==> config.mk <==
export PLATFORM = sky130hd
export DESIGN_NAME = dst_rule_evaluator
export DESIGN_NICKNAME = d
export VERILOG_FILES = /design/src/dre_pkg.sv /design/src/dre_cfg_regs.sv /design/src/dst_rule_evaluator.sv
export SDC_FILE = /design/constraint.sdc
export NUM_CORES = 1
export LEC_CHECK = 0
export BUFFER_PORTS_ARGS = -buffer_cell sky130_fd_sc_hd__buf_2
export CAP_MARGIN = 20
export CORE_MARGIN = 2
export CORE_UTILIZATION = 67
export CTS_CLUSTER_DIAMETER = 40
export DETAILED_ROUTE_END_ITERATION = 6
export GPL_ROUTABILITY_DRIVEN = 1
export GPL_TIMING_DRIVEN = 1
export PLACE_DENSITY = 0.95
export SYNTH_ARGS = -nofsm -noshare
export SYNTH_HDL_FRONTEND = slang
export SYNTH_SLANG_ARGS = --single-unit
==> constraint.sdc <==
create_clock -name clk -period 10.1 [get_ports clk]
set_input_delay 0.505 -clock clk [delete_from_list [all_inputs] [get_ports clk]]
set_output_delay 0.505 -clock clk [all_outputs]
set_load 0.01 [all_outputs]
==> src/dre_pkg.sv <==
// Package for the DST rule evaluator: item, rule and configuration types,
// register indexes, and the small arithmetic helper shared by the design.
// No dependencies.
package dre_pkg;

  localparam int CFG_IDX_W  = 3;
  localparam int CFG_DATA_W = 27;

  localparam int DAYS_PER_WEEK = 7;
  localparam int LAST_WEEK     = 5;

  localparam logic [12:0] DIV100_MUL   = 13'd5243;
  localparam int          DIV100_SHIFT = 19;

  localparam logic signed [26:0] DST_OFFSET_RESET = 27'sd3600000;

  typedef enum logic [1:0] {
    RULE_NONE     = 2'd0,
    RULE_JULIAN   = 2'd1,
    RULE_ABSOLUTE = 2'd2,
    RULE_RELATIVE = 2'd3
  } rule_kind_t;

  typedef enum logic [CFG_IDX_W-1:0] {
    CFG_START_RULE  = 3'd0,
    CFG_START_CLOCK = 3'd1,
    CFG_END_RULE    = 3'd2,
    CFG_END_CLOCK   = 3'd3,
    CFG_STD_OFFSET  = 3'd4,
    CFG_DST_OFFSET  = 3'd5
  } cfg_reg_t;

  typedef struct packed {
    logic [8:0] day;
    logic [2:0] week;
    logic [3:0] month;
    rule_kind_t kind;
  } rule_t;

  typedef struct packed {
    rule_t              start_rule;
    logic [26:0]        start_clock_ms;
    rule_t              end_rule;
    logic [26:0]        end_clock_ms;
    logic signed [26:0] std_offset_ms;
    logic signed [26:0] dst_offset_ms;
  } cfg_t;

  typedef struct packed {
    logic [11:0] year;
    logic [3:0]  month;
    logic [4:0]  day;
    logic [2:0]  week_day;
    logic [8:0]  year_day;
    logic [26:0] clock_ms;
  } in_item_t;

  typedef struct packed {
    logic signed [26:0] offset_ms;
    logic               is_dst;
  } out_item_t;

  // Remainder by seven of a nine-bit value; eight is one modulo seven, so the
  // octal digits are summed and folded.
  function automatic logic [2:0] mod7(input logic [8:0] x);
    logic [4:0] s;
    logic [3:0] t;
    s = 5'(x[8:6]) + 5'(x[5:3]) + 5'(x[2:0]);
    t = 4'(s[4:3]) + 4'(s[2:0]);
    if (t >= 4'(DAYS_PER_WEEK)) begin
      t = t - 4'(DAYS_PER_WEEK);
    end
    return t[2:0];
  endfunction

endpackage

==> src/dre_cfg_regs.sv <==
// Configuration register file of the DST rule evaluator.
// Decodes writes by register index and presents all registers as one struct.
// Depends on dre_pkg.
module dre_cfg_regs (
  input  logic                          clk,
  input  logic                          rst_n,
  input  logic                          cfg_valid,
  output logic                          cfg_ready,
  input  logic [dre_pkg::CFG_IDX_W-1:0]  cfg_index,
  input  logic [dre_pkg::CFG_DATA_W-1:0] cfg_data,
  output dre_pkg::cfg_t                 cfg
);
  import dre_pkg::*;

  cfg_t cfg_r;
  cfg_t cfg_nxt;

  assign cfg_ready = 1'b1;
  assign cfg       = cfg_r;

  always_comb begin
    cfg_nxt = cfg_r;
    if (cfg_valid) begin
      unique case (cfg_index)
        CFG_START_RULE:  cfg_nxt.start_rule     = rule_t'(cfg_data[17:0]);
        CFG_START_CLOCK: cfg_nxt.start_clock_ms = cfg_data;
        CFG_END_RULE:    cfg_nxt.end_rule       = rule_t'(cfg_data[17:0]);
        CFG_END_CLOCK:   cfg_nxt.end_clock_ms   = cfg_data;
        CFG_STD_OFFSET:  cfg_nxt.std_offset_ms  = $signed(cfg_data);
        CFG_DST_OFFSET:  cfg_nxt.dst_offset_ms  = $signed(cfg_data);
        default: ;
      endcase
    end
  end

  always_ff @(posedge clk) begin
    if (!rst_n) begin
      cfg_r <= '{start_rule:     '0,
                 start_clock_ms: '0,
                 end_rule:       '0,
                 end_clock_ms:   '0,
                 std_offset_ms:  '0,
                 dst_offset_ms:  DST_OFFSET_RESET};
    end else begin
      cfg_r <= cfg_nxt;
    end
  end

endmodule

==> src/dst_rule_evaluator.sv <==
// DST rule evaluator. For each date item (year, month, day, weekday, day of
// year, time of day) the block returns the local offset and a DST flag, using
// the configured start and end rules (julian, absolute or month.week.weekday,
// each with a time of day). It takes one item every clock cycle while the
// output is not stalled, through a three-stage pipeline (weekday and year/100,
// leap year and transition day, compare and select). A stalled output holds
// the pipeline, and a new item is still taken while any stage is empty.
// Registers must be written by the user through the cfg port only while no
// item is in flight; the block does not enforce this. Depends on dre_pkg and dre_cfg_regs.
module dst_rule_evaluator (
  input  logic                          clk,
  input  logic                          rst_n,
  input  logic                          in_valid,
  output logic                          in_stall,
  input  dre_pkg::in_item_t             in_item,
  output logic                          out_valid,
  input  logic                          out_stall,
  output dre_pkg::out_item_t            out_item,
  input  logic                          cfg_valid,
  output logic                          cfg_ready,
  input  logic [dre_pkg::CFG_IDX_W-1:0]  cfg_index,
  input  logic [dre_pkg::CFG_DATA_W-1:0] cfg_data
);
  import dre_pkg::*;

  typedef struct packed {
    in_item_t   item;
    logic [2:0] first_wd;
    logic [5:0] q100;
  } s1_t;

  typedef struct packed {
    in_item_t   item;
    logic       leap;
    logic [5:0] tgt_start;
    logic [5:0] tgt_end;
  } s2_t;

  cfg_t cfg;

  logic      s1_v_r, s1_v_nxt, s2_v_r, s2_v_nxt, out_valid_r, out_valid_nxt;
  s1_t       s1_r, s1_nxt;
  s2_t       s2_r, s2_nxt;
  out_item_t out_item_r, out_item_nxt;
  logic      out_ready, s2_ready, s1_ready;

  logic [2:0]  in_wd;
  logic [8:0]  fw_sum;
  logic [24:0] yprod;
  logic [11:0] rem100;
  logic [4:0]  mlen;
  logic        has_start, has_end, before_s, before_e, dst;

  dre_cfg_regs u_cfg (
    .clk       (clk),
    .rst_n     (rst_n),
    .cfg_valid (cfg_valid),
    .cfg_ready (cfg_ready),
    .cfg_index (cfg_index),
    .cfg_data  (cfg_data),
    .cfg       (cfg)
  );

  // Day of month of the week-th occurrence of the rule weekday, before the
  // month-length correction of the last-week case.
  function automatic logic [5:0] rel_target(input rule_t r, input logic [2:0] first_wd);
    logic [2:0] rwd;
    logic [2:0] w;
    logic [3:0] d;
    rwd = mod7(r.day);
    w = r.week;
    if (w == 3'd0) begin
      w = 3'd1;
    end else if (w > 3'(LAST_WEEK)) begin
      w = 3'(LAST_WEEK);
    end
    d = {1'b0, rwd} + 4'(DAYS_PER_WEEK) - {1'b0, first_wd};
    if (d >= 4'(DAYS_PER_WEEK)) begin
      d = d - 4'(DAYS_PER_WEEK);
    end
    return 6'd1 + 6'(d) + 6'({3'b0, 3'(w - 3'd1)} * 6'(DAYS_PER_WEEK));
  endfunction

  function automatic logic before_trans(input rule_t r, input logic [26:0] rclk,
                                        input in_item_t it, input logic leap,
                                        input logic [5:0] tpre, input logic [4:0] ml);
    logic signed [10:0] now_v;
    logic signed [10:0] tgt_v;
    logic [5:0]         rel_t;
    rel_t = (tpre > {1'b0, ml}) ? tpre - 6'(DAYS_PER_WEEK) : tpre;
    case (r.kind)
      RULE_ABSOLUTE: begin
        now_v = {2'b0, it.year_day};
        tgt_v = {2'b0, r.day};
      end
      RULE_JULIAN: begin
        now_v = {2'b0, it.year_day};
        if (it.month > 4'd2 && leap) begin
          now_v = now_v - 11'sd1;
        end
        tgt_v = {2'b0, r.day};
      end
      default: begin
        now_v = {6'b0, it.day};
        tgt_v = {5'b0, rel_t};
      end
    endcase
    if (now_v < tgt_v) begin
      return 1'b1;
    end else if (now_v > tgt_v) begin
      return 1'b0;
    end
    return it.clock_ms < rclk;
  endfunction

  assign out_ready = !out_valid_r || !out_stall;
  assign s2_ready  = !s2_v_r || out_ready;
  assign s1_ready  = !s1_v_r || s2_ready;
  assign in_stall  = !s1_ready;
  assign out_valid = out_valid_r;
  assign out_item  = out_item_r;

  // Stage one: weekday of the first of the month and the year divided by 100.
  always_comb begin
    in_wd  = (in_item.week_day == 3'(DAYS_PER_WEEK)) ? 3'd0 : in_item.week_day;
    fw_sum = 9'(in_wd) + 9'd43 - 9'(in_item.day);
    yprod  = 25'(in_item.year) * 25'(DIV100_MUL);
    s1_v_nxt = s1_ready ? in_valid : s1_v_r;
    s1_nxt   = s1_r;
    if (s1_ready && in_valid) begin
      s1_nxt.item     = in_item;
      s1_nxt.first_wd = mod7(fw_sum);
      s1_nxt.q100     = 6'(yprod >> DIV100_SHIFT);
    end
  end

  // Stage two: leap year and the relative-rule target days.
  always_comb begin
    rem100   = s1_r.item.year - 12'({6'b0, s1_r.q100} * 12'd100);
    s2_v_nxt = s2_ready ? s1_v_r : s2_v_r;
    s2_nxt   = s2_r;
    if (s2_ready && s1_v_r) begin
      s2_nxt.item      = s1_r.item;
      s2_nxt.leap      = (s1_r.item.year[1:0] == 2'd0) &&
                         ((rem100 != 12'd0) || (s1_r.q100[1:0] == 2'd0));
      s2_nxt.tgt_start = rel_target(cfg.start_rule, s1_r.first_wd);
      s2_nxt.tgt_end   = rel_target(cfg.end_rule, s1_r.first_wd);
    end
  end

  // Stage three: transition compares, month window and offset select.
  always_comb begin
    case (s2_r.item.month) inside
      4'd2:                    mlen = s2_r.leap ? 5'd29 : 5'd28;
      4'd4, 4'd6, 4'd9, 4'd11: mlen = 5'd30;
      default:                 mlen = 5'd31;
    endcase
    has_start = cfg.start_rule.kind != RULE_NONE;
    has_end   = cfg.end_rule.kind != RULE_NONE;
    before_s  = before_trans(cfg.start_rule, cfg.start_clock_ms, s2_r.item, s2_r.leap,
                             s2_r.tgt_start, mlen);
    before_e  = before_trans(cfg.end_rule, cfg.end_clock_ms, s2_r.item, s2_r.leap,
                             s2_r.tgt_end, mlen);
    if (!has_start) begin
      dst = 1'b0;
    end else if (s2_r.item.month < cfg.start_rule.month ||
                 (has_end && s2_r.item.month > cfg.end_rule.month)) begin
      dst = 1'b0;
    end else if (s2_r.item.month == cfg.start_rule.month) begin
      dst = !before_s;
    end else if (has_end && s2_r.item.month == cfg.end_rule.month) begin
      dst = before_e;
    end else begin
      dst = 1'b1;
    end
    out_valid_nxt = out_ready ? s2_v_r : out_valid_r;
    out_item_nxt  = out_item_r;
    if (out_ready && s2_v_r) begin
      out_item_nxt.is_dst    = dst;
      out_item_nxt.offset_ms = dst ? cfg.dst_offset_ms : cfg.std_offset_ms;
    end
  end

  always_ff @(posedge clk) begin
    if (!rst_n) begin
      s1_v_r      <= 1'b0;
      s2_v_r      <= 1'b0;
      out_valid_r <= 1'b0;
    end else begin
      s1_v_r      <= s1_v_nxt;
      s2_v_r      <= s2_v_nxt;
      out_valid_r <= out_valid_nxt;
    end
  end

  always_ff @(posedge clk) begin
    s1_r       <= s1_nxt;
    s2_r       <= s2_nxt;
    out_item_r <= out_item_nxt;
  end

  a_stall_only_when_full: assert property (@(posedge clk) disable iff (!rst_n)
    in_stall |-> (s1_v_r && s2_v_r && out_valid_r && out_stall))
    else $error("input stalled while the pipeline has room");

  a_stage_advance: assert property (@(posedge clk) disable iff (!rst_n)
    (s1_v_r && s2_ready) |=> s2_v_r)
    else $error("item lost between stage one and stage two");

  a_leap_div4: assert property (@(posedge clk) disable iff (!rst_n)
    (s2_v_r && s2_r.leap) |-> (s2_r.item.year[1:0] == 2'd0))
    else $error("leap year flagged for a year not divisible by four");

  a_rel_target_range: assert property (@(posedge clk) disable iff (!rst_n)
    s2_v_r |-> (s2_r.tgt_start >= 6'd1 && s2_r.tgt_start <= 6'd35 &&
                s2_r.tgt_end >= 6'd1 && s2_r.tgt_end <= 6'd35))
    else $error("relative target day out of range");

endmodule
==> run summary, run 1 <==
Fraction of layout instances using a drive strength above 1 -> 0.1288
Initial antenna violation count -> 3
Power share of the sequential group -> 0.326
Count of nets after finishing -> 2,379
Worst Clk Skew -> 0.03021 ns
Crit-path slowest cell -> sky130_fd_sc_hd__fa_1
Number of global-route vias before repair -> 15,022
Number of enable flip-flop cells after synthesis -> 152
Slew @ Worst Pin -> 1.127 ns
TritonCTS clock tree -> yes
CP Depth -> 26
Number of buffer and inverter stages on the critical path -> 6
Crit path from -> u_cfg.cfg[136]
Largest area contributor in the netlist -> sky130_fd_sc_hd__edfxtp_1
Synthesized area divided by synthesized cell count -> 10.14 µm²
PortBufs -> 124
Flop-to-flop setup slack -> 3.61 ns
Count of hold-fix buffers inserted at cts -> 0
Sequential fraction of the synthesis area -> 0.4016
First-pass GRT wire length -> 74,380 µm
Total negative slack -> 0 ns
Remaining DRCs -> 0
IO Count -> 126
Number of nets still failing antenna checks after routing -> 0
Most area-consuming cells after synthesis -> sky130_fd_sc_hd__edfxtp_1 (24%), sky130_fd_sc_hd__ha_1 (17%), sky130_fd_sc_hd__dfxtp_1 (16%)
Share of synthesized flip-flops with an asynchronous set or reset -> 0
Fraction of power consumed by the clock network -> 0.304
Post-cts repair resize count -> 0
Worst IR drop on VDD -> 0.0001523 V
Area after DPL -> 19,640 µm²
Summed instance area of the synthesized netlist -> 18,690 µm²
Mapped Nets -> 2,259
Critical Path RT -> 10.39 ns
Vias after detailed routing -> 14,770
Stage delay of the slowest cell on the critical path -> 0.55 ns
Unrepaired setup endpoints after global routing -> false
Fin crit period -> 6.485 ns
Type of origin of the critical path -> flip-flop
Chip Height -> 171.0 µm
Highest attainable clock frequency -> 154.2 MHz
Crit Reg-Reg Startpoint -> u_cfg.cfg[136]
Leakage power total -> 0.008977 µW
Total net switching power -> 1576 µW
Number of max-cap violations -> 0
Final estimated routing congestion in global placement -> 0.9163
Post-CTS Setup Repair Bufs -> 0
Die Footprint -> 29,250 µm²
Number of synthesized register bits -> 299
Number of violations reported at the end of detailed-routing iteration 0 -> 1,552
Layout Cell Area excl Fill -> 21,030 µm²
Power Internal -> 2890 µW
Cts bufs inserted -> 39
Most instantiated flip-flop cell in the synthesis netlist -> sky130_fd_sc_hd__edfxtp_1
Critical Path AT -> 6.77 ns
HPWL after detailed placement -> 31,290 µm
Width of the die -> 171.0 µm
Initial cell density of the core -> 0.6766
Total number of H-tree levels -> 2
Setup crit end -> s2_r[11]
Gr ovfl total -> 0
Worst Hold Margin -> 0.1451 ns
R2R Path End -> s2_r[11]
Highest net fanout along the worst path -> 4
Area share of the largest cell type after synthesis -> 0.2442
Min-Delay Startpoint -> in_item[45]
Critical path class -> reg2reg
Power per standard cell area -> 212.4 nW/µm²
Root buf cell -> sky130_fd_sc_hd__clkbuf_16
Share of total power in combinational logic -> 0.370
Clock transition at path regs -> 0.06 ns
Number of cells produced by synthesis -> 1,844
Switching part of the total power -> 0.3529
Number of fill cells in the layout -> 1,580
Pin count of the biggest net entering global routing -> 148
Final hold violation count -> 0
Slew headroom -> 0.2378
Ratio of final minimum period to clock period -> 0.6421
Clock Sinks -> 299
Slew Limit Fails -> 0
Post-DR wirelength/cell -> 20.23 µm
Final wirelength -> 48,050 µm
CTS max path bufs -> 3
Number of failing setup endpoints in the final timing report -> 0
Row Count -> 61
Kind of capture point of the worst setup path -> flip-flop
Netlist cell types -> 68
Vias per cell -> 6.219
Type of the tightest min-delay check -> in2reg
Family with the most delay on the worst path -> adder cells
Run status -> completed
Yosys warns -> 0
Number of optimization iterations in the first detailed-route pass -> 6
Core Footprint -> 27,630 µm²
Clock insertion delay at the later pin of the skew report -> 0.55 ns
Worst Reg-to-Reg Cells -> 26
Syn-to-layout area delta -> 12.48%
Global-route usage over all layers -> 0.3228
## routing by layer
| metal | GRT usage | vias up | wire, µm |
|---|---|---|---|
| met5 | 0 | - | 27 |
| li1 | - | 6579 | - |
| met2 | 0.5586 | 908 | 23440 |
| met4 | 0.1559 | 4 | 2624 |
| met1 | 0.3741 | 7040 | 17260 |
| met3 | 0.08142 | 239 | 4692 |
## cell families (layout without fill, tap and decap cells)
| group | count (synthesis) | after routing | share of synthesized area |
|---|---|---|---|
| XOR/XNOR | 54 | 54 | 0.02530 |
| multiplexers | 40 | 40 | 0.02751 |
| buffers and inverters | 271 | 422 | 0.05609 |
| AO/OA/AOI/OAI | 343 | 343 | 0.1264 |
| other | 1 | 3 | 0.0002006 |
| flip-flops | 299 | 299 | 0.4016 |
| adder cells (fa/ha/maj) | 320 | 320 | 0.2399 |
| AND/OR/NAND/NOR | 516 | 516 | 0.1230 |
## power groups by stage
stage	sequential (µW)	combinational, µW	clock [µW]
floorplan	1460	1210	0
global placement	1470	1490	0
detailed placement	1480	1590	0
CTS	1450	1630	1350
global route	1460	1850	1410
finish	1460	1650	1360
## area by class of cell
cell class | instances | area (µm²) | share of cell area
Antenna cell | 2 | 5.005 | 0.0002380
Timing Repair Buffer | 138 | 783.3 | 0.03725
Clock inverter | 23 | 235.2 | 0.01119
Sequential cell | 299 | 7507 | 0.3570
Multi-Input combinational cell | 1274 | 10160 | 0.4833
Tap cell | 378 | 473.0 | 0.02249
Clock buffer | 49 | 1065 | 0.05064
Inverter | 212 | 795.8 | 0.03785
## worst min-delay path by stage
stage	end	depth (start not counted)
final	s1_r[54]	1
after floorplan	s2_r[13]	0
after global routing	s1_r[44]	1
after CTS	s1_r[54]	1
after detailed placement	s2_r[17]	0
after global placement	s2_r[15]	0
## cells in the final DEF, fill, tap and decap left out, types with 6 or more instances in the layout
| master | instances |
|---|---|
| sky130_fd_sc_hd__a211oi_1 | 6 |
| sky130_fd_sc_hd__nor4_1 | 6 |
| sky130_fd_sc_hd__fa_1 | 64 |
| sky130_fd_sc_hd__clkbuf_16 | 40 |
| sky130_fd_sc_hd__clkbuf_1 | 6 |
| sky130_fd_sc_hd__a21oi_1 | 76 |
| sky130_fd_sc_hd__o21ai_0 | 24 |
| sky130_fd_sc_hd__mux2i_1 | 6 |
| sky130_fd_sc_hd__inv_1 | 211 |
| sky130_fd_sc_hd__nand2_1 | 333 |
| sky130_fd_sc_hd__o21a_1 | 9 |
| sky130_fd_sc_hd__nor3_1 | 14 |
| sky130_fd_sc_hd__nand3_1 | 28 |
| sky130_fd_sc_hd__a21o_1 | 35 |
| sky130_fd_sc_hd__dfxtp_1 | 147 |
| sky130_fd_sc_hd__mux2_4 | 19 |
| sky130_fd_sc_hd__or3_1 | 6 |
| sky130_fd_sc_hd__xnor2_1 | 34 |
| sky130_fd_sc_hd__nor3b_1 | 6 |
| sky130_fd_sc_hd__or2_2 | 6 |
| sky130_fd_sc_hd__a22oi_1 | 10 |
| sky130_fd_sc_hd__nor2b_1 | 23 |
| sky130_fd_sc_hd__mux2_2 | 15 |
| sky130_fd_sc_hd__xor2_1 | 20 |
| sky130_fd_sc_hd__nand4_1 | 14 |
| sky130_fd_sc_hd__buf_2 | 124 |
| sky130_fd_sc_hd__a21boi_0 | 136 |
| sky130_fd_sc_hd__nand2b_1 | 8 |
| sky130_fd_sc_hd__buf_4 | 8 |
| sky130_fd_sc_hd__edfxtp_1 | 152 |
| sky130_fd_sc_hd__a31oi_1 | 8 |
| sky130_fd_sc_hd__nor2_1 | 43 |
| sky130_fd_sc_hd__ha_1 | 256 |
## cell usage after synthesis, drive strengths merged, types with 9 or more instances
cell type and n:
nand3 28, nand2 333, xnor2 34, a21boi 137, xor2 20, fa 64
nor2b 25, a22oi 10, o21a 9, mux2 34, inv 211, o21ai 25
edfxtp 152, a21oi 76, dfxtp 147, nor3 15, clkbuf 48, ha 256
buf 11, nand4 14, nor2 43, a21o 35
## through the flow
step / total power [µW] / cells / worst slack [ns] / utilization
after global routing: 4720 / 2373 / 3.398 / 0.7608
after global placement: 2954 / 2294 / 4.129 / 0.7098
after detailed placement: 3064 / 2296 / 3.836 / 0.7109
final: 4466 / 2375 / 3.615 / 0.7610
after CTS: 4438 / 2368 / 3.658 / 0.7579
after floorplan: 2661 / 1844 / 4.290 / -
## flip-flops by register name (all words and copies together), names as in the netlist
| name | cells |
|---|---|
| u_cfg.cfg | 144 |
| s2_v_r | 1 |
| s2_r | 58 |
| s1_r | 66 |
| out_valid | 1 |
| s1_v_r | 1 |
| out_item | 28 |
(Power assumes the default switching activity.)
==> inputs of run 2 (changes only) <==
ABC_AREA = 1   (was default)
CORE_UTILIZATION = 56   (was 67)
PLACE_DENSITY = 0.87   (was 0.95)
clock period = 5.8 ns   (was 10.1 ns; I/O delays follow)
==> run summary, run 2 <==
Count of nets after finishing -> 2,667 (was 2,379)
Post-DR wirelength/cell -> 17.68 µm (was 20.23 µm)
Cts bufs inserted -> 35 (was 39)
Width of the die -> 186.8 µm (was 171.0 µm)
Vias per cell -> 5.768 (was 6.219)
Die Footprint -> 34,900 µm² (was 29,250 µm²)
Crit Reg-Reg Startpoint -> u_cfg.cfg[91] (was u_cfg.cfg[136])
R2R Path End -> s2_r[5] (was s2_r[11])
Fraction of the mapped netlist area in compound gates -> 0.1136 (was 0.1264)
Root buf cell -> sky130_fd_sc_hd__clkbuf_16 (unchanged)
Highest attainable clock frequency -> 168.9 MHz (was 154.2 MHz)
Initial antenna violation count -> 3 (unchanged)
Gr ovfl total -> 0 (unchanged)
Run status -> finished, violations left (was completed)
Total Power -> 8774 µW (was 4466 µW)
Syn-to-layout area delta -> 16.74% (was 12.48%)
Number of cells produced by synthesis -> 2,068 (was 1,844)
Critical path class -> reg2reg (unchanged)
Largest family of logic cells by synthesized area -> adder cells (unchanged)
Netlist cell types -> 53 (was 68)
Chip Height -> 186.8 µm (was 171.0 µm)
Initial cell density of the core -> 0.5724 (was 0.6766)
Final wirelength -> 48,160 µm (was 48,050 µm)
Ratio of final minimum period to clock period -> 1.021 (was 0.6421)
Highest net fanout along the worst path -> 3 (was 4)
Crit-path slowest cell -> sky130_fd_sc_hd__fa_1 (unchanged)
Number of max-cap violations -> 0 (unchanged)
Worst path setup slack after routing -> -0.1213 ns (was 3.615 ns)
Synth cell count leaders -> sky130_fd_sc_hd__inv_1 (299), sky130_fd_sc_hd__nand2_1 (294), sky130_fd_sc_hd__ha_1 (256) (was sky130_fd_sc_hd__nand2_1 (333), sky130_fd_sc_hd__ha_1 (256), sky130_fd_sc_hd__inv_1 (211))
Failing checks -> negative setup slack
Share of synthesized flip-flops with an asynchronous set or reset -> 0 (unchanged)
Worst-case setup slack after placement -> -0.4474 ns (was 3.836 ns)
Yosys warns -> 0 (unchanged)
Clock insertion delay at the later pin of the skew report -> 0.53 ns (was 0.55 ns)
Type of the tightest min-delay check -> in2reg (unchanged)
Flop-to-flop setup slack -> -0.12 ns (was 3.61 ns)
Number of optimization iterations in the first detailed-route pass -> 6 (unchanged)
First-pass GRT wire length -> 77,710 µm (was 74,380 µm)
Row Count -> 66 (was 61)
Largest area contributor in the netlist -> sky130_fd_sc_hd__edfxtp_1 (unchanged)
Number of failing setup endpoints in the final timing report -> 4 (was 0)
Critical Path AT -> 6.19 ns (was 6.77 ns)
Top library cells by usage in the layout, fill and taps aside -> sky130_fd_sc_hd__nand2_1 (291), sky130_fd_sc_hd__inv_1 (286), sky130_fd_sc_hd__ha_1 (239), sky130_fd_sc_hd__nor2_1 (202), sky130_fd_sc_hd__o21ai_0 (177) (was sky130_fd_sc_hd__nand2_1 (333), sky130_fd_sc_hd__ha_1 (256), sky130_fd_sc_hd__inv_1 (211), sky130_fd_sc_hd__edfxtp_1 (152), sky130_fd_sc_hd__dfxtp_1 (147))
Critical Path RT -> 6.07 ns (was 10.39 ns)
Most instantiated flip-flop cell in the synthesis netlist -> sky130_fd_sc_hd__edfxtp_1 (unchanged)
Number of synthesized register bits -> 299 (unchanged)
Fin crit period -> 5.921 ns (was 6.485 ns)
Number of fill cells in the layout -> 2,313 (was 1,580)
Core Util, Final -> 0.6682 (was 0.7610)
Kind of capture point of the worst setup path -> flip-flop (unchanged)
Power per standard cell area -> 401.6 nW/µm² (was 212.4 nW/µm²)
Worst Reg-to-Reg Cells -> 28 (was 26)
Largest register FFs -> 144 (unchanged)
Crit path from -> u_cfg.cfg[91] (was u_cfg.cfg[136])
Area share of fa/ha/maj cells after synthesis -> 0.2396 (was 0.2399)
Number of violations reported at the end of detailed-routing iteration 0 -> 1,842 (was 1,552)
PortBufs -> 124 (unchanged)
Number of global-route vias before repair -> 15,977 (was 15,022)
Fraction of synthesized area in multiplexers -> 0.0006016 (was 0.02751)
Area share of the largest cell type after synthesis -> 0.2439 (was 0.2442)
Sequential fraction of the synthesis area -> 0.4011 (was 0.4016)
Number of nets still failing antenna checks after routing -> 0 (unchanged)
Fraction of layout instances using a drive strength above 1 -> 0.1382 (was 0.1288)
Stage delay of the slowest cell on the critical path -> 0.53 ns (was 0.55 ns)
Mapped Nets -> 2,483 (was 2,259)
Type of origin of the critical path -> flip-flop (unchanged)
Worst Clk Skew -> 0.01918 ns (was 0.03021 ns)
Most frequent standard cell in the layout excluding fill and tap cells -> sky130_fd_sc_hd__nand2_1 (unchanged)
Final hold violation count -> 0 (unchanged)
Synth Area in Simple Gates -> 0.1467 (was 0.1230)
Fin cells -> 2,724 (was 2,375)
Leakage power total -> 0.01003 µW (was 0.008977 µW)
Xor-xnor portion of the synthesized cell area -> 0.02293 (was 0.02530)
Setup crit end -> s2_r[5] (was s2_r[11])
Worst IR drop on VDD -> 0.0003056 V (was 0.0001523 V)
Vias after detailed routing -> 15,712 (was 14,770)
Unrepaired setup endpoints after global routing -> true (was false)
Slew headroom -> 0.2801 (was 0.2378)
Clock Sinks -> 299 (unchanged)
Core Footprint -> 32,700 µm² (was 27,630 µm²)
Synthesized area divided by synthesized cell count -> 9.051 µm² (was 10.14 µm²)
Clock transition at path regs -> 0.06 ns (about the same)
IO Count -> 126 (unchanged)
Remaining DRCs -> 0 (unchanged)
Global-route usage over all layers -> 0.2733 (was 0.3228)
Final estimated routing congestion in global placement -> 0.9324 (was 0.9163)
CTS max path bufs -> 3 (unchanged)
Slew Limit Fails -> 0 (unchanged)
Pin count of the biggest net entering global routing -> 82 (was 148)
Number of enable flip-flop cells after synthesis -> 152 (unchanged)
Total number of H-tree levels -> 2 (unchanged)
Most area-consuming cells after synthesis -> sky130_fd_sc_hd__edfxtp_1 (24%), sky130_fd_sc_hd__ha_1 (17%), sky130_fd_sc_hd__dfxtp_1 (16%) (unchanged)
Cell count after placement -> 2,599 (was 2,296)
HPWL after detailed placement -> 32,750 µm (was 31,290 µm)
TritonCTS clock tree -> yes (unchanged)
Slew @ Worst Pin -> 1.077 ns (was 1.127 ns)
Summed instance area of the synthesized netlist -> 18,720 µm² (was 18,690 µm²)
Most frequent cell after synthesis -> sky130_fd_sc_hd__inv_1 (was sky130_fd_sc_hd__nand2_1)
run 2: cell count changes in the layout (fill, tap and decap cells not counted), moves of 26 or more:
cell                            change
sky130_fd_sc_hd__nor2_1           +159
sky130_fd_sc_hd__dlygate4sd3_1     +46
sky130_fd_sc_hd__inv_1             +75
sky130_fd_sc_hd__nand2_1           -42
sky130_fd_sc_hd__a21o_1            -28
sky130_fd_sc_hd__nand4_1           +26
sky130_fd_sc_hd__a21oi_1           +86
sky130_fd_sc_hd__o21ai_0          +153
sky130_fd_sc_hd__a21boi_0         -135
run 2: cell families after synthesis:
family | Yosys count
fa+ha+maj | 320
compound gates | 396
other cells | 1
simple gates | 640
flops | 299
mux | 1
buf+inv | 362
xor+xnor | 49
run 2: power by group:
group / internal, µW / switching (µW)
registers: 2440 / 107
clock network: 1350 / 912
logic: 1640 / 2330
total: 5420 / 3350
run 2: per-layer routing:
metal	wire, µm	GRT usage
met5	13	0
met4	2541	0.1426
met1	18080	0.3308
met3	4525	0.04540
met2	23000	0.4694
run 2: how the worst min path moves through the flow:
stage                     depth (start not counted)  slack, ns            end    startpoint
after floorplan                                   0       0.39       s1_r[10]    in_item[1]
after global placement                            0       0.40       s2_r[32]      s1_r[28]
after detailed placement                          0       0.40       s2_r[48]      s1_r[44]
after CTS                                         3       0.02  u_cfg.cfg[24]  cfg_data[24]
after global routing                              3       0.06  u_cfg.cfg[25]  cfg_data[25]
final                                             3       0.03  u_cfg.cfg[24]  cfg_data[24]
run 2: area by class of cell:
| cell class | count | area, µm² | share of cell area |
|---|---|---|---|
| flip-flops and latches | 299 | 7510 | 0.3437 |
| diodes | 3 | 7.507 | 0.0003436 |
| well taps | 442 | 553.0 | 0.02531 |
| inverters | 304 | 1141 | 0.05222 |
| clock inverters | 19 | 242.7 | 0.01111 |
| clock buffers | 45 | 974.7 | 0.04461 |
| repair buffers | 205 | 1371 | 0.06276 |
| multi-input cells | 1407 | 10050 | 0.4599 |
run 2: timing repair:
action,4_1_cts,5_1_grt
gates cloned,0,0
resized for setup,28,42
endpoints found under the setup margin,8,8
hold buffers,46,0
setup buffers,3,8
pin swaps,10,18
endpoints found under the hold margin,46,0
run 2: critical path: cells and delay by family, from the launching register on:
family | cells | cell delay (ns)
AOI/OAI and AO/OA | 5 | 0.82
buffers and inverters | 7 | 0.49
and+or+nand+nor | 3 | 0.30
adders and majority gates | 10 | 3.24
DFF | 1 | 0.33
xor gates and xnor gates | 3 | 0.47
run 2: per-stage QoR:
stage / instance area, µm² / hold WS, ns / setup TNS [ns]
2_1_floorplan: 18720 / 0.3889 / 0
6_report: 21850 / 0.02748 / -0.2294
4_1_cts: 21600 / 0.02187 / 0
3_3_place_gp: 19810 / 0.4019 / -0.1398
5_1_grt: 21850 / 0.05948 / -0.8179
3_5_place_dp: 19810 / 0.4045 / -1.590
